<file path="config.mk">
export PLATFORM = sky130hd
export DESIGN_NAME = gpf_out_buf
export DESIGN_NICKNAME = d
export VERILOG_FILES = /design/src/hw/rtl/gpf_pkg.sv /design/src/hw/rtl/gpf_out_buf.sv
export SDC_FILE = /design/constraint.sdc
export NUM_CORES = 1
export LEC_CHECK = 0
export ABC_AREA = 0
export BUFFER_PORTS_ARGS = -buffer_cell sky130_fd_sc_hd__buf_4
export CORE_MARGIN = 5
export CORE_UTILIZATION = 30
export DETAILED_ROUTE_END_ITERATION = 10
export SYNTH_ARGS = -nofsm -noshare
export SYNTH_HDL_FRONTEND = slang
export SYNTH_SLANG_ARGS = --single-unit
export TNS_END_PERCENT = 10
</file>
<file path="constraint.sdc">
create_clock -name i_clk -period 5.7 [get_ports i_clk]
set_input_delay 1.14 -clock i_clk [delete_from_list [all_inputs] [get_ports i_clk]]
set_output_delay 1.14 -clock i_clk [all_outputs]
set_load 0.02 [all_outputs]
</file>
<file path="src/hw/rtl/gpf_pkg.sv">
// Shared types, sizes and register codes of the grid peak finder.
package gpf_pkg;

    localparam int MAX_COLUMNS  = 1024;
    localparam int MAX_ROWS     = 1024;
    localparam int SAMPLE_WIDTH = 16;

    localparam int COL_W  = $clog2(MAX_COLUMNS);
    localparam int ROW_W  = $clog2(MAX_ROWS);
    localparam int CNT_W  = 20;
    localparam int CFG_W  = 11;
    localparam int DATA_W = 32;
    localparam int ADDR_W = 3;

    localparam logic [CNT_W-1:0] COUNT_MAX = {CNT_W{1'b1}};

    // word index of each register on the configuration port
    localparam logic REG_COLUMNS = 1'b0;
    localparam logic REG_ROWS    = 1'b1;

    localparam logic [CFG_W-1:0] COLUMNS_RESET = CFG_W'(7);
    localparam logic [CFG_W-1:0] ROWS_RESET    = CFG_W'(6);
    localparam logic [CFG_W-1:0] MIN_SIZE      = CFG_W'(3);

    // one line buffer entry: the last row's sample and the one before it
    typedef struct packed {
        logic signed [SAMPLE_WIDTH-1:0] last;
        logic signed [SAMPLE_WIDTH-1:0] older;
    } t_line;

    // effective frame size and the frame restart strobe
    typedef struct packed {
        logic [CFG_W-1:0] cols;
        logic [CFG_W-1:0] rows;
        logic             restart;
    } t_cfg;

    typedef struct packed {
        logic [ROW_W-1:0] row;
        logic [COL_W-1:0] col;
        logic [CNT_W-1:0] total;
        logic             done;
    } t_result;

endpackage

</file>
<file path="src/hw/rtl/gpf_out_buf.sv">
// Two-word result buffer: output register plus skid register.
module gpf_out_buf
    import gpf_pkg::*;
(
    input  logic    i_clk,
    input  logic    i_rst_n,
    input  logic    i_push,
    input  t_result i_data,
    input  logic    i_out_ready,
    output logic    o_out_valid,
    output t_result o_data,
    output logic    o_full
);

    logic    r_out_valid;
    logic    r_skid_valid;
    t_result r_out;
    t_result r_skid;
    logic    n_out_valid;
    logic    n_skid_valid;
    t_result n_out;
    t_result n_skid;

    always_comb begin
        n_out_valid  = r_out_valid;
        n_skid_valid = r_skid_valid;
        n_out        = r_out;
        n_skid       = r_skid;
        if (!r_out_valid || i_out_ready) begin
            // refill the output register, skid first
            if (r_skid_valid) begin
                n_out        = r_skid;
                n_out_valid  = 1'b1;
                n_skid_valid = 1'b0;
            end else begin
                n_out       = i_data;
                n_out_valid = i_push;
            end
        end else if (i_push) begin
            n_skid       = i_data;
            n_skid_valid = 1'b1;
        end
    end

    always_ff @(posedge i_clk) begin
        if (!i_rst_n) begin
            r_out_valid  <= 1'b0;
            r_skid_valid <= 1'b0;
        end else begin
            r_out_valid  <= n_out_valid;
            r_skid_valid <= n_skid_valid;
        end
    end

    always_ff @(posedge i_clk) begin
        r_out  <= n_out;
        r_skid <= n_skid;
    end

    assign o_out_valid = r_out_valid;
    assign o_data      = r_out;
    assign o_full      = r_skid_valid;

endmodule

</file>
==> flow_summary.json, run 1 <==
{
  "synth_top_cell_area_share_pct": 75.96,
  "placed_cell_area_mm2": 0.003998,
  "diodes": 0,
  "die_area_mm2": 0.01298,
  "total_power_mw": 1.217,
  "wl_per_cell_um": 14.40,
  "synth.distinct_cells": 12,
  "holdCritPathClass": "reg2reg",
  "htreeDepth": 3,
  "finalCritPeriodShare_pct": 56.12,
  "crit_chain": "buf_4, nand2b_2, nor2_4",
  "hold_viol": 0,
  "drtIter0Drc": 59,
  "outcome": "complete, no violations",
  "fin_crit_ps": 3199,
  "stdcell_area_mm2": 0.004165,
  "syn_nets": 181,
  "dp.cells": 359,
  "synth_area_leaders": "edfxtp_1, mux2_4, buf_12, dfxtp_1, mux2_2",
  "startpoint_type": "input port",
  "vias_per_cell": 4.061,
  "syn_inst": 136,
  "die_h_um": 114.0,
  "dpl.hpwl_mm": 3.568,
  "yosys.area.top_type": "edfxtp_1",
  "numCtsBuffers": 9,
  "syn_area_mm2": 0.003242,
  "fmax_ghz": 0.3126,
  "synthToLayoutAreaGrowth_pct": 28.48,
  "drc_errors": 0,
  "coreArea_mm2": 0.01070,
  "critPathKind": "in2reg",
  "crit_path_top_delay_cell": "nor2_4",
  "timing.slew.headroom_pct": 22.04,
  "final_common_cell": "buf_4",
  "cellPowerDensity_mw_per_mm2": 292.1,
  "cp.arrival_ps": 3160,
  "cp.required_ps": 5660,
  "finalSetupViolations": 0,
  "place_ws_ps": 1984,
  "synth.avg_cell_area_um2": 23.84,
  "final_cells": 375,
  "drv_slew": 0,
  "cts_hold_buf": 0,
  "tightestPinTransition_ps": 1167,
  "finClkSkew_ps": 8.967,
  "whs_ps": 545.3,
  "drive_above_1_share_pct": 62.98,
  "start_util_pct": 30.30,
  "cts_sinks": 84,
  "path_clk_slew_ps": 80,
  "synth.ff_latch_count": 84,
  "place_congestion": 0.6450,
  "io_buffers": 87,
  "fp.dieW_um": 114.0,
  "worstPathBufferInverterCount": 1,
  "rsz0062_at_grt": "false",
  "cts_tree": "yes",
  "fin_util_pct": 38.94,
  "cp_top_family": "simple AND/OR/NAND/NOR gates",
  "grt_usage_pct": 8.564,
  "critPathCaptureType": "flip-flop",
  "finalSetupTns_ps": 0,
  "grt_max_degree": 45,
  "layout.nets": 275,
  "vias": 1523,
  "row_count": 38,
  "cts_setup_buffers": 0,
  "power_leakage_nw": 1.607,
  "final_cell_mix": "buf_4, edfxtp_1, mux2_4",
  "critPathMaxStageDelay_ps": 1140,
  "antenna_found_initial": 0,
  "grt_pass1_wl_mm": 8.369,
  "clock-root-buffer": "clkbuf_8",
  "grt_pass1_vias": 1667,
  "post_cts_resized": 0,
  "path_max_fanout": 44,
  "ant_nets": 0,
  "max_cap_violations": 0,
  "ir_drop_mv": 0.1095,
  "ys_seq_area_share_pct": 77.19,
  "clockBufferDepth": 2,
  "synth-warning-count": 0,
  "clkLatencyLatePin_ps": 340,
  "wl_mm": 5.401,
  "drtPass1Iterations": 4,
  "seqCellArea_mm2": 0.002504,
  "multi_input_area_um2": 654.4,
  "grt-ovfl-total": 0,
  "io_pins": 88,
  "fill_cells": 999,
  "finalWorstSetupSlack_ps": 2501
}
final timing paths:
check	slack, ps	start	cells after the start	endpoint
hold reg to reg	550	r_skid[0]	1	o_data[0]
setup / recovery	2500	i_out_ready	3	r_skid[30]
hold / removal	550	r_skid[0]	1	o_data[0]
setup reg to reg	3150	o_out_valid	2	r_skid[30]
worst reg2reg max path: stages (launching register included):
cell,delay [ps]
dfxtp_1,360
nand2b_2,610
nor2_4,1150
routing by layer:
| layer | vias up | wire length, um | GRT usage (%) |
|---|---|---|---|
| li1 | 719 | - | - |
| met1 | 734 | 2384 | 10.72 |
| met2 | 59 | 2525 | 13.31 |
| met3 | 11 | 386 | 2.812 |
| met4 | 0 | 104 | 4.276 |
| met5 | - | 0 | 0 |
final cells by class:
class | count | area share (%)
clock buffers | 9 | 2.974
clock inverters | 7 | 1.051
inverters | 1 | 0.09012
multi-input cells | 46 | 15.71
flip-flops and latches | 84 | 60.11
well taps | 140 | 4.205
repair buffers | 88 | 15.86
cell families (layout without fill, tap and decap cells):
logic type             after synthesis  in the layout  synth area share, %
AOI/OAI and AO/OA                    1              1               0.2317
DFF                                 84             84                77.19
muxes                               41             41                18.76
buffers and inverters                6            105                2.933
and+or+nand+nor                      4              4               0.8878
synth_stat cells:
library cell	number
a21boi_0	1
buf_12	4
buf_6	1
dfxtp_1	2
edfxtp_1	82
inv_1	1
mux2_2	2
mux2_4	39
nand2b_1	1
nor2_1	1
nor2_2	1
nor3b_2	1
state kept, by name, indices dropped and copies added (netlist names):
signal and flops:
o_out_valid 1, o_full 1, o_data 41, r_skid 41
power by group:
group / switching [mW] / internal, mW / total (mW)
sequential: 0.00885 / 0.713 / 0.721
clock: 0.205 / 0.155 / 0.360
combinational: 0.0639 / 0.0715 / 0.135
total: 0.278 / 0.939 / 1.22
Note: power is estimated with default switching activity, not from simulation.
==> run 2: changes to the inputs <==
- clock period: 5.7 -> 2.75 ns (I/O delays scaled with it)
==> flow_summary.json, run 2 (synthesized netlist as in run 1, its figures left out) <==
{
  "switching_share_pct": 21.61,
  "power_frac_seq_pct": 57.7,
  "startpoint_type": "flip-flop",
  "power_leakage_nw": 1.638,
  "critPathKind": "reg2out",
  "fill_cells": 998,
  "drv_slew": 0,
  "cellPowerDensity_mw_per_mm2": 616.4,
  "final_common_cell": "buf_4",
  "finalCritPeriodShare_pct": 64.55,
  "path_max_fanout": 20,
  "cp.arrival_ps": 1230,
  "hold_end": "r_skid[29]",
  "drc_errors": 0,
  "whs_path_depth": 1,
  "ir_drop_mv": 0.2650,
  "ff2ff_setup_slack_ps": 1400,
  "synthToLayoutAreaGrowth_pct": 29.76,
  "grt_usage_pct": 8.915,
  "regToRegEndpoint": "o_data[38]",
  "finalSetupTns_ps": 0,
  "io_pins": 88,
  "grt_max_degree": 44,
  "drive_above_1_share_pct": 64.14,
  "r2r_start": "o_full",
  "stdcell_area_mm2": 0.004207,
  "grt_pass1_wl_mm": 8.604,
  "finClkSkew_ps": 6.763,
  "drtIter0Drc": 68,
  "clkLatencyLatePin_ps": 340,
  "holdCritPathClass": "in2reg",
  "ant_nets": 0,
  "grt-ovfl-total": 0,
  "coreArea_mm2": 0.01070,
  "cp.required_ps": 2200,
  "fin_util_pct": 39.32,
  "whs_ps": 388.5,
  "die_area_mm2": 0.01298,
  "numCtsBuffers": 9,
  "antenna_found_initial": 0,
  "critPathMaxStageDelay_ps": 330,
  "critPathCaptureType": "output pin",
  "internal_power_mw": 2.033,
  "clock-root-buffer": "clkbuf_8",
  "timing.slew.headroom_pct": 63.52,
  "multi_input_area_um2": 654.4,
  "p_comb_share_pct": 10.9,
  "row_count": 38,
  "p_sw_uw": 560.4,
  "fmax_ghz": 0.5633,
  "hp-start": "i_data[29]",
  "htreeDepth": 3,
  "cts_tree": "yes",
  "die_h_um": 114.0,
  "cts_hold_buf": 0,
  "wl_per_cell_um": 14.56,
  "fp.dieW_um": 114.0,
  "grt_pass1_vias": 1632,
  "rsz0062_at_grt": "false",
  "layout.nets": 279,
  "post_cts_resized": 0,
  "vias_per_cell": 3.989,
  "reg2regPathDepth": 2,
  "vias": 1504,
  "cts_setup_buffers": 0,
  "power_frac_clock_pct": 31.4,
  "tightestPinTransition_ps": 547.2,
  "max_cap_violations": 0,
  "wl_mm": 5.488,
  "path_clk_slew_ps": 80,
  "io_buffers": 87,
  "hold_viol": 0,
  "cts_sinks": 84,
  "dpl.hpwl_mm": 3.922,
  "outcome": "complete, no violations",
  "diodes": 0,
  "finalSetupViolations": 0,
  "total_power_mw": 2.593,
  "start_util_pct": 30.30,
  "path_common_cell": "buf_4",
  "fin_crit_ps": 1775,
  "crit_path_top_delay_cell": "dfxtp_2",
  "final_cell_mix": "buf_4, edfxtp_1, mux2_4",
  "crit_chain": "buf_4, buf_4",
  "place_congestion": 0.6422,
  "drtPass1Iterations": 6,
  "placed_cell_area_mm2": 0.004028,
  "clockBufferDepth": 2,
  "seqCellArea_mm2": 0.002504
}
[run 2: final cells by class]
type	count	share of cell area, %
tap	140	4.164
multi-input combinational	46	15.56
inverter	1	0.08923
timing repair buffer	92	16.42
sequential	84	59.52
clock buffer	9	2.945
clock inverter	5	1.309
[run 2: routing by layer]
metal,vias up,global-route usage (%),wire length (um)
met5,-,0,0
met4,0,3.088,90
met3,9,4.191,415
met2,60,14.44,2695
met1,711,10.41,2286
li1,724,-,-
[run 2: worst max-delay path by stage]
| stage | start | end | slack, ps | cells after the start |
|---|---|---|---|---|
| finish | o_full | o_full | 970 | 2 |
| CTS | o_full | o_full | 930 | 2 |
| detailed placement | i_out_ready | o_data[28] | 1100 | 3 |
| global placement | i_out_ready | o_data[25] | 1120 | 3 |
| floorplan | i_out_ready | r_skid[0] | 410 | 2 |
| global route | o_full | o_full | 880 | 2 |
[run 2: stage by stage]
step	std cells	worst slack [ps]
finish	377	974.8
floorplan	136	411.7
CTS	377	928.3
global placement	363	1115
global route	377	883.5
detailed placement	363	1101
[run 2: critical path: cells and delay by family, from the launching register on]
family,cells,cell delay (ps)
flops,1,330
buf+inv,2,540
[run 2: power groups by stage]
stage | Sequential, mW | Clock (mW) | Combinational, mW
2_1_floorplan | 1.59 | 0 | 0.0830
3_3_place_gp | 1.52 | 0 | 0.286
3_5_place_dp | 1.53 | 0 | 0.290
4_1_cts | 1.50 | 0.854 | 0.290
5_1_grt | 1.50 | 0.919 | 0.302
6_report | 1.49 | 0.815 | 0.283
==> run 3: changes to the inputs <==
- ABC_AREA: 0 -> 1
- clock period: 2.75 -> 1.7 ns (I/O delays scaled with it)
==> flow_summary.json, run 3 <==
{
  "outcome": "complete, no violations",
  "hp-start": "i_data[17]",
  "grt_usage_pct": 9.463,
  "hold_end": "r_skid[17]",
  "yosys.cell_count.top_type": "edfxtp_1",
  "vias_per_cell": 3.950,
  "drtIter0Drc": 68,
  "rsz0062_at_grt": "false",
  "finalWorstSetupSlack_ps": 211.1,
  "max_cap_violations": 0,
  "regToRegEndpoint": "r_skid[0]",
  "io_pins": 88,
  "die_h_um": 112.2,
  "place_congestion": 0.6697,
  "synth_flop_cell": "edfxtp_1",
  "synth_top_cell_area_share_pct": 78.63,
  "syn_area_mm2": 0.003132,
  "cts_tree": "yes",
  "final_common_cell": "buf_4",
  "cts_sinks": 84,
  "grt_pass1_wl_mm": 9.280,
  "cp.required_ps": 1360,
  "clockBufferDepth": 2,
  "cellPowerDensity_mw_per_mm2": 1054,
  "clkLatencyLatePin_ps": 340,
  "synthToLayoutAreaGrowth_pct": 33.84,
  "antenna_found_initial": 0,
  "start_util_pct": 30.61,
  "dpl.hpwl_mm": 4.017,
  "async_flop_share_pct": 0,
  "cts_setup_buffers": 0,
  "crit_path_top_delay_cell": "dfxtp_2",
  "fin_util_pct": 40.97,
  "htreeDepth": 3,
  "final_cells": 459,
  "wl_per_cell_um": 12.76,
  "critPathCaptureType": "output pin",
  "drv_slew": 0,
  "io_buffers": 87,
  "place_ws_ps": 356.9,
  "cp.arrival_ps": 1150,
  "ir_drop_mv": 0.5119,
  "grt-ovfl-total": 0,
  "row_count": 37,
  "ff2ff_setup_slack_ps": 560,
  "finalSetupViolations": 0,
  "fp.dieW_um": 112.2,
  "drive_above_1_share_pct": 34.37,
  "hold_viol": 0,
  "finClkSkew_ps": 10.03,
  "grt_pass1_vias": 1780,
  "synth.distinct_cells": 12,
  "layout.nets": 363,
  "final_cell_mix": "buf_4, edfxtp_1, inv_1, nand2_1, o21ai_0",
  "drc_errors": 0,
  "fill_cells": 983,
  "yosys.area.top_type": "edfxtp_1",
  "tightestPinTransition_ps": 247.5,
  "finalSetupTns_ps": 0,
  "startpoint_type": "flip-flop",
  "synth_edf_count": 82,
  "numCtsBuffers": 9,
  "finalCritPeriodShare_pct": 87.58,
  "ant_nets": 0,
  "fin_crit_ps": 1489,
  "timing.slew.headroom_pct": 83.50,
  "post_cts_resized": 0,
  "path_max_fanout": 65,
  "diodes": 0,
  "synth.ff_latch_count": 84,
  "path_clk_slew_ps": 90,
  "cts_hold_buf": 0,
  "synth_area_leaders": "edfxtp_1, inv_1, nand2_1, o21ai_0, o21ai_1",
  "power_leakage_nw": 1.689,
  "holdCritPathClass": "in2reg",
  "syn_nets": 270,
  "die_area_mm2": 0.01258,
  "dp.cells": 443,
  "crit_chain": "buf_12, buf_4",
  "coreArea_mm2": 0.01023,
  "synth_common_cells": "edfxtp_1, inv_1, nand2_1",
  "drtPass1Iterations": 3,
  "fmax_ghz": 0.6716,
  "grt_max_degree": 66,
  "synth-warning-count": 0,
  "wl_mm": 5.857,
  "synth.avg_cell_area_um2": 13.92,
  "reg2regPathDepth": 3,
  "syn_inst": 225,
  "vias": 1813,
  "r2r_start": "o_out_valid",
  "critPathKind": "reg2out",
  "critPathMaxStageDelay_ps": 360,
  "clock-root-buffer": "clkbuf_8",
  "whs_path_depth": 1,
  "total_power_mw": 4.417,
  "ys_seq_area_share_pct": 79.90
}
[run 3: report_power, final]
| part | total (mW) | switching [mW] | internal [mW] | leakage, nW |
|---|---|---|---|---|
| Sequential | 2.44 | 0.0359 | 2.40 | 0.816 |
| Combinational | 0.459 | 0.252 | 0.207 | 0.770 |
| Clock | 1.52 | 0.692 | 0.828 | 0.102 |
| Total | 4.42 | 0.980 | 3.44 | 1.69 |
[run 3: area by class of cell]
type,count,area (um^2),area share [%]
clock buffer,10,127.6,3.045
timing repair buffer,91,720.7,17.19
tap,136,170.2,4.060
sequential,84,2507,59.82
multi-input combinational,89,411.6,9.821
inverter,43,165.2,3.940
clock inverter,6,88.84,2.119
[run 3: worst max path at each step]
stage | startpoint | depth (start not counted) | endpoint | slack [ps]
finish | o_full | 2 | o_full | 210
global route | o_full | 2 | o_full | 130
CTS | o_full | 2 | o_full | 190
detailed placement | i_out_ready | 5 | r_skid[7] | 360
global placement | i_out_ready | 5 | r_skid[1] | 370
floorplan | i_out_ready | 3 | r_skid[0] | 5
[run 3: per-layer routing]
layer	share of wire [%]	track usage (%)	vias up
met5	0	0	-
met4	1.3	4.087	0
met3	6.0	3.127	7
met2	49	14.78	48
met1	44	12.05	816
li1	-	-	942
[run 3: logic make-up after synthesis]
kind of cell	synth area share [%]
buf+inv	7.710
simple gates	5.673
compound gates	6.712
flops	79.90
[run 3: critical path: cells and delay by family (launching register included)]
kind	cells	cell delay, ps
DFF	1	360
buffers and inverters	2	430
[run 3: stage by stage]
| step | hold WS [ps] | area (um^2) |
|---|---|---|
| 5_1_grt | 148.4 | 4192 |
| 3_3_place_gp | 506.3 | 3975 |
| 2_1_floorplan | 438.9 | 3163 |
| 6_report | 177.4 | 4192 |
| 3_5_place_dp | 515.4 | 3975 |
| 4_1_cts | 150.5 | 4192 |
