### src/hw/rtl/gpf_pkg.sv
// Shared types, sizes and register codes of the grid peak finder.
package gpf_pkg;

    localparam int MAX_COLUMNS  = 1024;
    localparam int MAX_ROWS     = 1024;
    localparam int SAMPLE_WIDTH = 16;

    localparam int COL_W  = $clog2(MAX_COLUMNS);
    localparam int ROW_W  = $clog2(MAX_ROWS);
    localparam int CNT_W  = 20;
    localparam int CFG_W  = 11;
    localparam int DATA_W = 32;
    localparam int ADDR_W = 3;

    localparam logic [CNT_W-1:0] COUNT_MAX = {CNT_W{1'b1}};

    // word index of each register on the configuration port
    localparam logic REG_COLUMNS = 1'b0;
    localparam logic REG_ROWS    = 1'b1;

    localparam logic [CFG_W-1:0] COLUMNS_RESET = CFG_W'(7);
    localparam logic [CFG_W-1:0] ROWS_RESET    = CFG_W'(6);
    localparam logic [CFG_W-1:0] MIN_SIZE      = CFG_W'(3);

    // one line buffer entry: the last row's sample and the one before it
    typedef struct packed {
        logic signed [SAMPLE_WIDTH-1:0] last;
        logic signed [SAMPLE_WIDTH-1:0] older;
    } t_line;

    // effective frame size and the frame restart strobe
    typedef struct packed {
        logic [CFG_W-1:0] cols;
        logic [CFG_W-1:0] rows;
        logic             restart;
    } t_cfg;

    typedef struct packed {
        logic [ROW_W-1:0] row;
        logic [COL_W-1:0] col;
        logic [CNT_W-1:0] total;
        logic             done;
    } t_result;

endpackage

### src/hw/rtl/gpf_cfg.sv
// APB register file: column and row counts, clamped frame size, restart strobe.
module gpf_cfg
    import gpf_pkg::*;
(
    input  logic              i_clk,
    input  logic              i_rst_n,
    input  logic              psel,
    input  logic              penable,
    input  logic              pwrite,
    input  logic [ADDR_W-1:0] paddr,
    input  logic [DATA_W-1:0] pwdata,
    output logic [DATA_W-1:0] prdata,
    output logic              pready,
    output t_cfg              o_cfg
);

    logic [CFG_W-1:0] r_columns;
    logic [CFG_W-1:0] r_rows;
    logic [CFG_W-1:0] n_columns;
    logic [CFG_W-1:0] n_rows;
    logic             wr_stb;
    logic             reg_idx;

    // byte lanes within a word are ignored
    assign reg_idx = paddr[ADDR_W-1];
    assign pready  = 1'b1;
    assign wr_stb  = psel && penable && pwrite && pready;

    always_comb begin
        n_columns = r_columns;
        n_rows    = r_rows;
        if (wr_stb) begin
            case (reg_idx)
                REG_COLUMNS: n_columns = pwdata[CFG_W-1:0];
                REG_ROWS:    n_rows    = pwdata[CFG_W-1:0];
                default: ;
            endcase
        end
    end

    always_ff @(posedge i_clk) begin
        if (!i_rst_n) begin
            r_columns <= COLUMNS_RESET;
            r_rows    <= ROWS_RESET;
        end else begin
            r_columns <= n_columns;
            r_rows    <= n_rows;
        end
    end

    always_comb begin
        case (reg_idx)
            REG_COLUMNS: prdata = DATA_W'(r_columns);
            REG_ROWS:    prdata = DATA_W'(r_rows);
            default:     prdata = '0;
        endcase
    end

    // clamp to the sizes the line buffer supports
    always_comb begin
        if (r_columns < MIN_SIZE) begin
            o_cfg.cols = MIN_SIZE;
        end else if (r_columns > CFG_W'(MAX_COLUMNS)) begin
            o_cfg.cols = CFG_W'(MAX_COLUMNS);
        end else begin
            o_cfg.cols = r_columns;
        end
        if (r_rows < MIN_SIZE) begin
            o_cfg.rows = MIN_SIZE;
        end else if (r_rows > CFG_W'(MAX_ROWS)) begin
            o_cfg.rows = CFG_W'(MAX_ROWS);
        end else begin
            o_cfg.rows = r_rows;
        end
        o_cfg.restart = wr_stb;
    end

endmodule

### config.mk
export PLATFORM = sky130hd
export DESIGN_NAME = gpf_cfg
export DESIGN_NICKNAME = d
export VERILOG_FILES = /design/src/hw/rtl/gpf_pkg.sv /design/src/hw/rtl/gpf_cfg.sv
export SDC_FILE = /design/constraint.sdc
export NUM_CORES = 1
export LEC_CHECK = 0
export BUFFER_PORTS_ARGS = -buffer_cell sky130_fd_sc_hd__buf_2
export CAP_MARGIN = 15
export CORE_ASPECT_RATIO = 1.2
export CORE_MARGIN = 2
export CORE_UTILIZATION = 40
export CTS_CLUSTER_DIAMETER = 120
export CTS_CLUSTER_SIZE = 28
export DETAILED_ROUTE_END_ITERATION = 10
export GPL_ROUTABILITY_DRIVEN = 0
export PLACE_DENSITY_LB_ADDON = 0.08
export REMOVE_ABC_BUFFERS = 1
export SKIP_LAST_GASP = 1
export SYNTH_ARGS = -nofsm -noshare
export SYNTH_HDL_FRONTEND = slang
export SYNTH_SLANG_ARGS = --single-unit
export TNS_END_PERCENT = 10
### constraint.sdc
create_clock -name i_clk -period 1.15 [get_ports i_clk]
set_input_delay 0.1725 -clock i_clk [delete_from_list [all_inputs] [get_ports i_clk]]
set_output_delay 0.1725 -clock i_clk [all_outputs]
set_load 0.05 [all_outputs]
==> impl_metrics.tcl, run 1 <==
set metrics [dict create \
    vias 1182 \
    cts_tree "yes" \
    p_leak_uw 0.000940 \
    use_met1_pct 20.4 \
    period_share_pct 142 \
    fp-row-count 22 \
    r2r_cells 3 \
    ys_ff_latch 22 \
    ctsHoldBuffers 0 \
    postSynthCellCount 153 \
    worstHoldStart "pwdata[1]" \
    power.density_nw_per_um2 961 \
    violations "negative setup slack" \
    grt_max_degree 32 \
    required_ns 0.98 \
    place_hpwl_um 2290 \
    avgSynthCellArea_um2 8.59 \
    ff2ff_setup_slack_ns 0.35 \
    worst_clock_skew_ns 0 \
    irDropWorstVdd_uv 952 \
    yosysSeqAreaShare_pct 33.5 \
    cts_made_buffers 3 \
    worst_slack_ns -0.483 \
    fmax_mhz 612 \
    hold_viol_final 0 \
    synth_top_area_share_pct 33.5 \
    clkLatencyLatePin_ns 0.30 \
    initial_utilization_pct 42.2 \
    setup_violations 33 \
    drc_errors 0 \
    finalMaxSlewViolations 0 \
    postCtsSetupBuffers 0 \
    r2r-end "r_columns[2]" \
    grt_pass1_vias 1104 \
    coreArea_um2 3110 \
    viasPerCell 4.67 \
    ioPinCount 96 \
    critPathLaunchType "flop" \
    hold_path.class "input port to flop" \
    setup_tns_ns -8.36 \
    critPathMaxFanout 2 \
    ant_nets 0 \
    cap_violations 0 \
    critPathKind "flop to output port" \
    min_period_ns 1.63 \
    first_pass_iters 2 \
    final_area_um2 1810 \
    min_to "r_rows[1]" \
    dpl_cell_area_um2 1670 \
    overflow 0 \
    use_met3_pct 2.91 \
    clkSlewWorstSetupHoldPaths_ns 0.13 \
    holdPathStages 3 \
    htree_levels 1 \
    met2_usage_pct 30.3 \
    ys.warnings.count 0 \
    grt_usage_pct 16.6 \
    drt_iter0_drc 12 \
    die_w_um 56.3 \
    grt_busiest_layer "met2" \
    area_delta_synth_final_pct 37.7 \
    fillers 314 \
    die_area_um2 3760 \
    rr_startpoint "r_columns[2]" \
    io_buffer_count 50 \
    drive_gt1_share_pct 53.0 \
    endpoint_kind "output port" \
    clk_path_buf_depth 2 \
    seqCellArea_um2 448 \
    routedWlPerCell_um 12.2 \
    rsz0062_at_grt "true" \
    yosysTopAreaCell "dfxtp_1" \
    crit_arrival_ns 1.46 \
    die_h_um 66.8 \
    antenna_found_initial 0 \
    nets 258 \
    drt_wl_total_um 3100 \
    multi_input_area_um2 791 \
    clock-sinks 22 \
    grt_pass1_wl_um 4960 \
    ys_top_cells_by_area "dfxtp_1 34%, buf_4 13%, mux2_2 9.4%" \
    synth_area_um2 1310 \
    antennaDiodeCount 0 \
    cts-root-buf "clkbuf_4" \
    ys_types 22 \
    status "finished, violations left" \
]
-- layout by cell type, fill, tap and decap left out, drive strengths merged --
cell type	count
buf	74
nand4	1
and3	1
nor2b	16
nor2	4
conb	22
nand2	14
clkbuf	4
o21ai	17
mux2i	5
nor4	4
nand4b	1
a21oi	4
mux2	11
nand3	17
dfxtp	22
-- stage by stage --
| stage | util (%) | cells | hold WS, ns | setup slack [ns] | power [uW] |
|---|---|---|---|---|---|
| finish | 58.2 | 253 | 0.0854 | -0.483 | 1740 |
| floorplan | - | 139 | 0.234 | -0.414 | 1160 |
| global placement | 53.7 | 249 | 0.398 | -0.276 | 1300 |
| detailed placement | 53.7 | 249 | 0.402 | -0.231 | 1300 |
| global route | 58.2 | 253 | 0.0870 | -0.568 | 1820 |
| CTS | 57.1 | 253 | 0.0814 | -0.483 | 1740 |
-- timing repair --
| item | 4_1_cts | 5_1_grt |
|---|---|---|
| resized for setup | 19 | 7 |
| endpoints found under the setup margin | 33 | 33 |
| pin swaps | 6 | 8 |
-- Yosys cell counts (all sizes together) --
cell type	n
a21oi	4
and3	1
buf	28
clkbuf	6
conb	2
dfxtp	22
mux2	11
mux2i	5
nand2	14
nand3	17
nand4	1
nand4b	1
nor2	4
nor2b	16
nor4	4
o21ai	17
-- where the power goes --
part	internal (uW)	switching, uW
Combinational	132	385
Clock	193	232
Sequential	779	16.5
-- how the worst max path moves through the flow --
stage	slack, ns	to	cells past startpoint	start
global route	-0.57	o_cfg[13]	5	r_columns[8]
finish	-0.48	o_cfg[1]	5	r_rows[5]
CTS	-0.48	o_cfg[13]	5	r_columns[3]
floorplan	-0.41	o_cfg[12]	3	r_columns[8]
global placement	-0.28	o_cfg[12]	5	r_columns[8]
detailed placement	-0.23	o_cfg[12]	5	r_columns[8]
-- layer usage --
metal | vias to the layer above | part of all wire (%)
li1 | 613 | -
met1 | 533 | 43
met2 | 34 | 51
met3 | 2 | 5.1
met4 | 0 | 0.45
met5 | - | 0
-- state kept, by name, indices dropped and copies added, names as in the netlist --
name / cells
r_columns: 11
r_rows: 11
-- worst max-delay path, stage by stage, from the launching register on --
cell and delay [ns]:
dfxtp_2 0.35, nor4_2 0.27, buf_4 0.18, a21oi_4 0.05
nor2_2 0.13, buf_6 0.18
-- kinds of logic after synthesis --
group                  count (synthesis)  synth area share (%)
AOI/OAI and AO/OA                     21                  10.3
buffers and inverters                 34                  17.7
DFF                                   22                  33.5
muxes                                 16                  13.2
other                                  2                 0.572
and+or+nand+nor                       58                  24.7
-- final cells by class --
type | instances | share of cell area, %
tap | 36 | 2.49
clock buffer | 4 | 2.01
timing repair buffer | 74 | 27.0
multi-input combinational | 117 | 43.7
sequential | 22 | 24.8
No activity file was read; power rests on OpenSTA's default activity.
==> inputs of run 2 (changes only) <==
--- a/config.mk
+++ b/config.mk
@@ -15,6 +15,7 @@
 export DETAILED_ROUTE_END_ITERATION = 10
 export GPL_ROUTABILITY_DRIVEN = 0
 export PLACE_DENSITY_LB_ADDON = 0.08
+export RECOVER_POWER = 50
 export REMOVE_ABC_BUFFERS = 1
 export SKIP_LAST_GASP = 1
 export SYNTH_ARGS = -nofsm -noshare
==> run 2 against run 1 <==
Compared with the run above: the flow still finishes with violations (negative setup slack); core utilization shrank 1.8 points; die area unchanged; critical endpoint unchanged; sequential share of layout area increased by 0.80 points; sequential power hardly changed; global-route usage did not move.
==> impl_metrics.tcl, run 2 (synthesis gave the netlist of run 1 again) <==
set metrics [dict create \
    status "finished, violations left" \
    violations "negative setup slack" \
    fillers 322 \
    antennaDiodeCount 0 \
    layout_commonest_cell "buf_2" \
    grt_max_degree 32 \
    grt_pass1_vias 1104 \
    use_met1_pct 20.4 \
    first_pass_iters 4 \
    crit_chain "nor4_2, buf_4, a21oi_4, nor2_2, buf_6" \
    critPathLaunchType "flop" \
    power.density_nw_per_um2 987 \
    die_h_um 66.8 \
    routedWlPerCell_um 12.3 \
    clock-sinks 22 \
    ant_nets 0 \
    place_hpwl_um 2290 \
    largestRegisters "r_columns (11), r_rows (11)" \
    critPathKind "flop to output port" \
    fmax_mhz 612 \
    clk_path_buf_depth 2 \
    met2_usage_pct 30.3 \
    overflow 0 \
    cpPeakStageDelay_ns 0.35 \
    vias 1170 \
    worst_clock_skew_ns 0 \
    setup_tns_ns -8.51 \
    initial_utilization_pct 42.2 \
    fp-row-count 22 \
    drc_errors 0 \
    die_area_um2 3760 \
    rsz0062_at_grt "true" \
    required_ns 0.98 \
    drt_wl_total_um 3110 \
    drt_iter0_drc 11 \
    ctsHoldBuffers 0 \
    r2r-end "r_columns[2]" \
    io_buffer_count 50 \
    grt_usage_pct 16.6 \
    ioPinCount 96 \
    antenna_found_initial 0 \
    setup_violations 34 \
    r2r_cells 3 \
    use_met3_pct 2.91 \
    grt_pass1_wl_um 4960 \
    endpoint_kind "output port" \
    slowest_stage "dfxtp_2" \
    critPathMaxFanout 2 \
    area_delta_synth_final_pct 33.4 \
    hold_path.class "input port to flop" \
    period_share_pct 142 \
    worst_slack_ns -0.483 \
    clkSlewWorstSetupHoldPaths_ns 0.13 \
    ff2ff_setup_slack_ns 0.35 \
    p_leak_uw 0.000906 \
    hold_viol_final 0 \
    min_period_ns 1.63 \
    htree_levels 1 \
    drive_gt1_share_pct 51.2 \
    crit_arrival_ns 1.46 \
    holdPathStages 3 \
    rr_startpoint "r_columns[2]" \
    coreArea_um2 3110 \
    finalMaxSlewViolations 0 \
    grt_busiest_layer "met2" \
    irDropWorstVdd_uv 960 \
    viasPerCell 4.62 \
    die_w_um 56.3 \
    min_to "r_rows[1]" \
    crit_family "simple AND/OR/NAND/NOR gates" \
    path_depth 5 \
    final_cell_mix "45 x buf_2, 22 x conb_1, 22 x buf_4, 16 x nor2b_1, 16 x dfxtp_1" \
    clkLatencyLatePin_ns 0.30 \
    worstPathBufferInverterCount 2 \
    worstHoldStart "pwdata[1]" \
    nets 258 \
    cts-root-buf "clkbuf_4" \
    cts_tree "yes" \
    cts_made_buffers 3 \
    place_ws_ns -0.231 \
    cap_violations 0 \
]
[run 2: what timing repair did]
| item | 4_1_cts | 5_1_grt |
|---|---|---|
| resized for setup | 19 | 7 |
| setup buffers | 0 | 0 |
| pin swaps | 6 | 8 |
| setup endpoints to repair | 33 | 33 |
[run 2: where the power goes]
group,internal (uW),switching [uW]
clock network,193,239
logic,123,379
registers,779,16.4
total,1100,635
[run 2: how the worst max path moves through the flow]
| stage | start | endpoint |
|---|---|---|
| finish | r_rows[5] | o_cfg[1] |
| global route | r_columns[8] | o_cfg[13] |
| CTS | r_columns[3] | o_cfg[13] |
| detailed placement | r_columns[8] | o_cfg[12] |
| global placement | r_columns[8] | o_cfg[12] |
| floorplan | r_columns[8] | o_cfg[12] |
[run 2: cell type report]
class	instances	area (um^2)	share of cell area (%)
clock buffers	4	36.3	2.07
multi-input cells	117	764	43.6
flip-flops and latches	22	448	25.6
well taps	36	45.0	2.57
repair buffers	74	459	26.2
[run 2: layer usage]
metal	up-vias	share of wire, %
li1	611	-
met1	523	43
met2	34	51
met3	2	5.2
met4	0	0.45
met5	-	0
[run 2: worst reg2reg max path: stages (launching register included)]
cell and delay, ns:
dfxtp_1 0.36, buf_4 0.15, mux2i_1 0.13, nand2_1 0.06
[run 2: through the flow]
step	cell area, um^2	utilization [%]	power (uW)	std cells	hold WS (ns)
6_report	1750	56.4	1730	253	0.0796
3_3_place_gp	1670	53.7	1300	249	0.398
5_1_grt	1750	56.4	1810	253	0.0870
2_1_floorplan	1160	-	1160	139	0.234
4_1_cts	1780	57.1	1740	253	0.0814
3_5_place_dp	1670	53.7	1300	249	0.402
==> inputs of run 3 (changes only) <==
==> constraint.sdc (replaced) <==
create_clock -name i_clk -period 1.72 [get_ports i_clk]
set_input_delay 0.258 -clock i_clk [delete_from_list [all_inputs] [get_ports i_clk]]
set_output_delay 0.258 -clock i_clk [all_outputs]
set_load 0.05 [all_outputs]
==> run 3 against run 2 <==
Compared with the run above: the run still ends with negative setup slack left; flip-flop and latch count is the same; cell count shrank 8.7%; worst hold slack gained 0.091 ns; cell area shrank 12%; register-to-register slack gained 0.48 ns.
==> impl_metrics.tcl, run 3 (synthesis gave the netlist of run 1 again) <==
set metrics [dict create \
    hold_viol_final 0 \
    fp-row-count 22 \
    switching_share_pct 37.9 \
    power.density_nw_per_um2 696 \
    total_power_uw 1070 \
    worst_clock_skew_ns 0 \
    rsz0062_at_grt "true" \
    required_ns 1.46 \
    cts_tree "yes" \
    grt_max_degree 32 \
    critPathKind "flop to output port" \
    dpl_cell_area_um2 1470 \
    place_hpwl_um 2110 \
    relSlewSlack_pct 50.7 \
    final_area_um2 1540 \
    critPathLaunchType "flop" \
    dp.cells 228 \
    drt_wl_total_um 2930 \
    p_leak_uw 0.000780 \
    clkSlewWorstSetupHoldPaths_ns 0.11 \
    routedWlPerCell_um 12.7 \
    seqCellArea_um2 445 \
    finalMaxSlewViolations 0 \
    tightest_slew_ns 0.740 \
    fin_util_pct 49.6 \
    cts-root-buf "clkbuf_4" \
    period_share_pct 100 \
    clk_path_buf_depth 2 \
    die_area_um2 3760 \
    ant_nets 0 \
    nets 237 \
    multi_input_area_um2 739 \
    io_buffer_count 50 \
    largestRegisters "r_columns (11), r_rows (11)" \
    antennaDiodeCount 0 \
    setup_tns_ns -0.0105 \
    grt_usage_pct 15.9 \
    pwr-share-clk_pct 21.5 \
    htree_levels 1 \
    viasPerCell 4.72 \
    first_pass_iters 4 \
    grt_pass1_wl_um 4640 \
    die_w_um 56.3 \
    initial_utilization_pct 42.2 \
    setup_violations 2 \
    coreArea_um2 3110 \
    clock-sinks 22 \
    crit_arrival_ns 1.47 \
    overflow 0 \
    p_int_uw 666 \
    critPathMaxFanout 4 \
    drive_gt1_share_pct 41.0 \
    status "finished, violations left" \
    min_period_ns 1.73 \
    violations "negative setup slack" \
    drc_errors 0 \
    irDropWorstVdd_uv 414 \
    clkLatencyLatePin_ns 0.31 \
    p_switching_uw 406 \
    vias 1091 \
    combPwrFrac_pct 28.4 \
    antenna_found_initial 0 \
    cts_made_buffers 3 \
    layout_commonest_cell "buf_2" \
    hold_path.class "input port to flop" \
    ioPinCount 96 \
    instances_no_fill 231 \
    worst_slack_ns -0.00815 \
    area_delta_synth_final_pct 17.3 \
    drt_iter0_drc 10 \
    endpoint_kind "output port" \
    ff2ff_setup_slack_ns 0.83 \
    final_cell_mix "44 x buf_2, 22 x conb_1, 18 x dfxtp_1, 17 x nand3_1, 16 x nor2b_1" \
    fillers 332 \
    grt_pass1_vias 1022 \
    fmax_mhz 579 \
    cap_violations 0 \
    p_seq_share_pct 50.1 \
    die_h_um 66.8 \
]
run 3: critical path, cell delays in order, from the launching register on:
cell and delay (ns):
dfxtp_2 0.35, nor4_2 0.28, buf_4 0.17, a21oi_2 0.06, nor2_2 0.13, buf_6 0.17
run 3: routing by layer:
metal  global-route usage [%]  wire length [um]  vias up
li1                         -                 -      560
met1                     20.4              1300      491
met2                     25.6              1410       35
met3                     2.91               158        5
met4                     8.04                58        0
met5                        0                 0        -
run 3: final cells by class:
class	count	share of cell area, %
multi-input cells	117	48.0
well taps	36	2.92
flip-flops and latches	22	28.9
repair buffers	53	18.7
clock buffers	3	1.46
run 3: power groups by stage:
stage	clock network, uW	registers (uW)	logic (uW)
after global placement	0	544	299
final	231	537	305
after CTS	239	534	305
after floorplan	0	544	230
after global routing	255	539	322
after detailed placement	0	545	301
run 3: through the flow:
stage | hold slack (ns) | setup slack (ns)
finish | 0.170 | -0.00815
global route | 0.179 | -0.101
CTS | 0.162 | -0.0328
detailed placement | 0.489 | 0.166
global placement | 0.478 | 0.186
floorplan | 0.320 | 0.0707
run 3: timing repair:
item | in CTS | in global routing
setup endpoints to repair | 4 | 5
hold buffers | 0 | 0
resized for setup | 7 | 14
setup buffers | 0 | 0
pin swaps | 0 | 6
endpoints found under the hold margin | 0 | 0
run 3: worst paths after layout:
path	from	to	cells after the start
worst min-delay path	pwdata[1]	r_rows[1]	3
worst max-delay path	r_rows[5]	o_cfg[1]	5
worst max register to register	r_rows[10]	r_rows[10]	2
worst min register to register	r_rows[5]	r_rows[5]	2
